--- src/rtl/rsa_pkg.sv ---
// Package for the ring staging allocator: widths, codes, storage geometry
// and the command/status structs shared by the controller and the datapath.
// No dependencies.
package rsa_pkg;

  // Region FIFO geometry.
  localparam int MAX_REGIONS = 64;
  localparam int OFFSET_BITS = 24;
  localparam int SLOT_W      = $clog2(MAX_REGIONS);
  localparam int COUNT_W     = $clog2(MAX_REGIONS + 1);

  // Field widths fixed by the item format.
  localparam int OP_W     = 1;
  localparam int BYTES_W  = 25;
  localparam int TAG_W    = 48;
  localparam int ALIGN_W  = 4;
  localparam int STATUS_W = 3;
  localparam int LIVE_W   = 7;
  localparam int OFS_W    = 24;

  // Head arithmetic: end of a region plus the largest alignment mask.
  localparam int HEAD_W = BYTES_W + 1;
  localparam int SUM_W  = HEAD_W + 1;

  // Stream packing.
  localparam int IN_DATA_W  = 128;
  localparam int OUT_DATA_W = 32;

  // Memory entry: start offset in the low bits, completion tag above it.
  localparam int ENTRY_W = OFFSET_BITS + TAG_W;

  // Reset values of the configuration registers.
  localparam logic [BYTES_W-1:0] RING_BYTES_RST = BYTES_W'(16777216);
  localparam logic [ALIGN_W-1:0] ALIGN_RST      = ALIGN_W'(4);
  localparam logic [BYTES_W-1:0] CAP_MAX        = BYTES_W'(1) << OFFSET_BITS;

  typedef enum logic [OP_W-1:0] {
    OP_ALLOC  = 1'b0,
    OP_RETIRE = 1'b1
  } op_t;

  typedef enum logic [STATUS_W-1:0] {
    ST_GRANTED   = 3'd0,
    ST_NO_SPACE  = 3'd1,
    ST_TOO_LARGE = 3'd2,
    ST_FULL      = 3'd3,
    ST_RETIRED   = 3'd4
  } status_t;

  typedef enum logic [0:0] {
    CFG_RING_BYTES = 1'b0,
    CFG_ALIGN_LOG2 = 1'b1
  } cfg_index_t;

  // Controller to datapath.
  typedef struct packed {
    logic capture;
    logic alloc_commit;
    logic pop;
    logic retire_done;
  } rsa_cmd_t;

  // Datapath to controller.
  typedef struct packed {
    logic out_free;
    logic pop_ok;
  } rsa_stat_t;

endpackage

--- src/rtl/rsa_ctrl.sv ---
// Controller of the ring staging allocator: sequences allocate and retire items.
// Depends on rsa_pkg.
module rsa_ctrl
  import rsa_pkg::*;
(
  input  logic      clk,
  input  logic      rst,
  input  logic      in_valid,
  input  logic      in_op,
  output logic      in_ready,
  input  rsa_stat_t stat,
  output rsa_cmd_t  cmd
);

  typedef enum logic [2:0] {
    S_IDLE   = 3'b001,
    S_ALLOC  = 3'b010,
    S_RETIRE = 3'b100
  } state_t;

  state_t state, state_next;

  assign in_ready = (state == S_IDLE);

  always_comb begin
    state_next = state;
    cmd        = '0;
    unique case (state)
      S_IDLE: begin
        if (in_valid) begin
          cmd.capture = 1'b1;
          state_next  = (op_t'(in_op) == OP_RETIRE) ? S_RETIRE : S_ALLOC;
        end
      end
      S_ALLOC: begin
        if (stat.out_free) begin
          cmd.alloc_commit = 1'b1;
          state_next       = S_IDLE;
        end
      end
      S_RETIRE: begin
        // One front region leaves per cycle until the FIFO is empty or the oldest tag is too new.
        if (stat.pop_ok) begin
          cmd.pop = 1'b1;
        end else if (stat.out_free) begin
          cmd.retire_done = 1'b1;
          state_next      = S_IDLE;
        end
      end
      default: state_next = S_IDLE;
    endcase
  end

  always_ff @(posedge clk) begin
    if (rst) begin
      state <= S_IDLE;
    end else begin
      state <= state_next;
    end
  end

endmodule

--- config.mk ---
export PLATFORM = sky130hd
export DESIGN_NAME = rsa_ctrl
export DESIGN_NICKNAME = d
export VERILOG_FILES = /design/src/rtl/rsa_pkg.sv /design/src/rtl/rsa_ctrl.sv
export SDC_FILE = /design/constraint.sdc
export NUM_CORES = 1
export LEC_CHECK = 0
export BUFFER_PORTS_ARGS = -buffer_cell sky130_fd_sc_hd__clkbuf_2
export CORE_AREA = 2 2 39 41
export DETAILED_ROUTE_END_ITERATION = 6
export DIE_AREA = 0 0 41 43
export GPL_ROUTABILITY_DRIVEN = 0
export GPL_TIMING_DRIVEN = 0
export SLEW_MARGIN = 30
export SYNTH_ARGS = -nofsm -noshare
export SYNTH_HDL_FRONTEND = slang
export SYNTH_SLANG_ARGS = --single-unit
--- constraint.sdc ---
create_clock -name clk -period 1.3 [get_ports clk]
set_input_delay 0.195 -clock clk [delete_from_list [all_inputs] [get_ports clk]]
set_output_delay 0.195 -clock clk [all_outputs]
set_load 0.05 [all_outputs]
=== Word level (Yosys, flattened, before mapping) ===
Index checks and enable logic that the tools add are counted.

* Logic and storage cells: 19
* Input bits: 6
* Register bits: 3

* Muxes and demuxes: 12
* Eq/ne operators: 5
* Reductions and logical operators: 1

{| class="wikitable"
|+ Operators with widths
! operator !! number
|-
| $mux W3 || 4
|-
| $pmux W3 S3 || 1
|-
| $mux W1 || 6
|-
| $ne A2 B2 Y1 const B || 2
|-
| $eq A3 B1 Y1 const B || 1
|-
| $eq A3 B2 Y1 const B || 1
|-
| $eq A3 B3 Y1 const B || 1
|-
| $mux W2 || 1
|-
| $reduce_and A2 Y1 || 1
|}

=== Logic depth before layout (Yosys ltp) ===
* Word-level depth: 3
* Depth in mapped cells: 4
* Depth with buffers taken out: 3

=== Worst setup path before layout ===
No wires, ideal clock.

* Path kind: register to output
* From: register state[2]
* To: output port cmd[0] (netlist bit)
* Arrival: 2071 ps
* Data required time: 1105 ps
* Slack: -966 ps
* Stages on the path, launching flop included: 2
* Cells stage by stage: dfxtp_1 > nor4b_1

{| class="wikitable"
|+ RTL lines
! item !! line !! RTL
|-
| from (decl) || rsa_ctrl.sv:21 || <nowiki>state_t state, state_next;</nowiki>
|-
| from (signal assigned) || rsa_ctrl.sv:58 || <nowiki>state <= state_next;</nowiki>
|-
| to (decl) || rsa_ctrl.sv:12 || <nowiki>output rsa_cmd_t cmd</nowiki>
|}

==> impl_metrics.tcl <==
set metrics [dict create \
    fp-row-count 14 \
    seq_area_frac_synth 0.279 \
    drv_cap 0 \
    die_area_um2 1760 \
    syn_nets 28 \
    hold_buffers 0 \
    worstSetupPathType "flip-flop to primary output" \
    ys_ff_latch 3 \
    reg_top3 "state (3)" \
    regMostFlops "state" \
    report.final.hold_viol_count 0 \
    post_drt_wl_per_cell_um 11.1 \
    rsz0062_at_grt "yes" \
    crit_buf_inv 1 \
    period_share 1.03 \
    cp_num_cells 3 \
    drt-total-wl_um 630 \
    rr_startpoint "state[0]" \
    core_area_um2 1380 \
    largest_reg_flops 3 \
    hold_path.class "input pin to flip-flop" \
    initial_utilization 0.156 \
    crit_family "simple AND/OR/NAND/NOR gates" \
    timing.final.crit_period_ns 1.34 \
    final_area_um2 432 \
    io_pins 11 \
    port_buffers 10 \
    clk_pin_slew_ns 0.04 \
    grt_pass1_wl_um 1070 \
    netlist_area_um2 215 \
    die_h_um 43 \
    yosysUniqueCellTypes 16 \
    grt_max_degree 10 \
    p_leak_nw 0.177 \
    drc_errors 0 \
    highest_layer "met3" \
    fin_ws_ns -0.0447 \
    crit_slowest_cell "dfxtp_4" \
    root_buffer "clkbuf_4" \
    antenna_found_initial 0 \
    hpwl_um 383 \
    grt_pass1_vias 265 \
    path_max_fanout 6 \
    n_antenna_cell 0 \
    cts_buffers 3 \
    route.met3.wl_um 25 \
    fill_cells 154 \
    min_path_cells 2 \
    ff2ff_path_depth 4 \
    pre_cts_ws_ns -0.0357 \
    area_delta_synth_final_pct 101 \
    fin_skew_ns 0.00219 \
    avgSynthCellArea_um2 9.78 \
    vias_per_cell 4.47 \
    fin_setup_tns_ns -0.0447 \
    cp-start-kind "flip-flop" \
    reg2reg_to "state[0]" \
    tightest_slew_ns 0.269 \
    reg2reg_slack_ns 0.14 \
    violations "setup timing" \
    htree_num_levels 1 \
    wl_met1_um 261 \
    tritoncts "yes" \
    clk_path_buf_depth 2 \
    p_total_uw 440 \
    finalNetCount 48 \
    clkLatencyLatePin_ns 0.23 \
    grt-ovfl-total 0 \
    status "finished, violations left" \
    dr.pass1.iters 3 \
    crit_end "cmd[3]" \
    routed-via-count 255 \
    drive_above_1_share 0.683 \
    setup-violations-final 1 \
    maxSlewHeadroom 0.819 \
    hold_ws_ns 0.168 \
    end_kind "primary output" \
    crit_path_start "state[0]" \
    slew_violations 0 \
    die_x_um 41 \
    wl_met2_um 343 \
    drt_iter0_markers 5 \
    cts.sinks 3 \
    syn_inst 22 \
    grtUsageTotal 0.0922 \
    timing.fmax_mhz 744 \
    crit_chain "nor3b_4 -> and2_4 -> clkbuf_16" \
    placed_area_um2 313 \
    worstPathRequired_ns 1.11 \
    slowest_delay_ns 0.38 \
    worst_ir_drop_vdd_mv 0.232 \
    ant_nets 0 \
    cp_data_arrival_time_ns 1.15 \
    min-delay-start "rst" \
    power_density_nw_per_um2 1020 \
    yosysWarningCount 0 \
]
## cell usage in the layout, fill, tap and decap left out, types with 2 or more instances in the layout
master	instances
clkbuf_4	4
clkbuf_2	5
buf_8	2
and4bb_2	2
buf_4	5
nor4bb_1	2
a21oi_1	2
dfxtp_4	3
## per-layer routing
metal / global-route usage / up-vias
met2: 0.125 / 7
met1: 0.115 / 120
met3: 0.0209 / 0
met5: 0 / -
li1: - / 128
met4: 0.0800 / 0
## cells by family (layout without fill, tap and decap cells)
| family | count (synthesis) | in the layout | synth area share |
|---|---|---|---|
| and+or+nand+nor | 13 | 13 | 0.552 |
| AOI/OAI and AO/OA | 4 | 4 | 0.116 |
| buffers and inverters | 2 | 21 | 0.0523 |
| DFF | 3 | 3 | 0.279 |
## area by class of cell
class | instances | area, µm² | area share
clock buffer | 4 | 26.3 | 0.0609
inverter | 1 | 3.75 | 0.00870
timing repair buffer | 16 | 144 | 0.333
tap | 16 | 20.0 | 0.0464
multi-input combinational | 17 | 166 | 0.386
sequential | 3 | 71.3 | 0.165
## cells in the mapped netlist, drive strengths merged
library cell	n	share of area
nor3	1	0.047
o31ai	1	0.035
a21oi	2	0.047
nor4b	2	0.081
nand3b	1	0.035
nand4b	1	0.041
nor2	1	0.017
nor3b	1	0.058
buf	1	0.035
nor4bb	2	0.093
nand2b	1	0.029
and4bb	2	0.12
dfxtp	3	0.28
inv	1	0.017
and2	1	0.035
a211oi	1	0.035
## timing repair
item / 4_1_cts / 5_1_grt
gates cloned: 1 / 0
setup buffers: 3 / 2
gates resized for setup: 14 / 3
pin swaps: 2 / 2
setup endpoints to repair: 5 / 5
## metrics by stage
| step | util | cells |
|---|---|---|
| 6_report | 0.312 | 57 |
| 5_1_grt | 0.312 | 57 |
| 4_1_cts | 0.306 | 56 |
| 3_5_place_dp | 0.226 | 48 |
| 3_3_place_gp | 0.226 | 48 |
| 2_1_floorplan | - | 22 |
## power breakdown
group          total, mW  switching (mW)  leakage [nW]  internal (mW)
Clock              0.161          0.0460        0.0150          0.115
Sequential         0.117          0.0169        0.0262         0.0999
Combinational      0.162          0.0766         0.136         0.0858
## worst min path at each step
stage,slack (ns),endpoint
CTS,0.16,state[2]
global placement,0.41,state[1]
floorplan,0.27,state[1]
detailed placement,0.42,state[1]
global route,0.17,state[2]
finish,0.17,state[2]
Power figures use the tool's default switching activity.
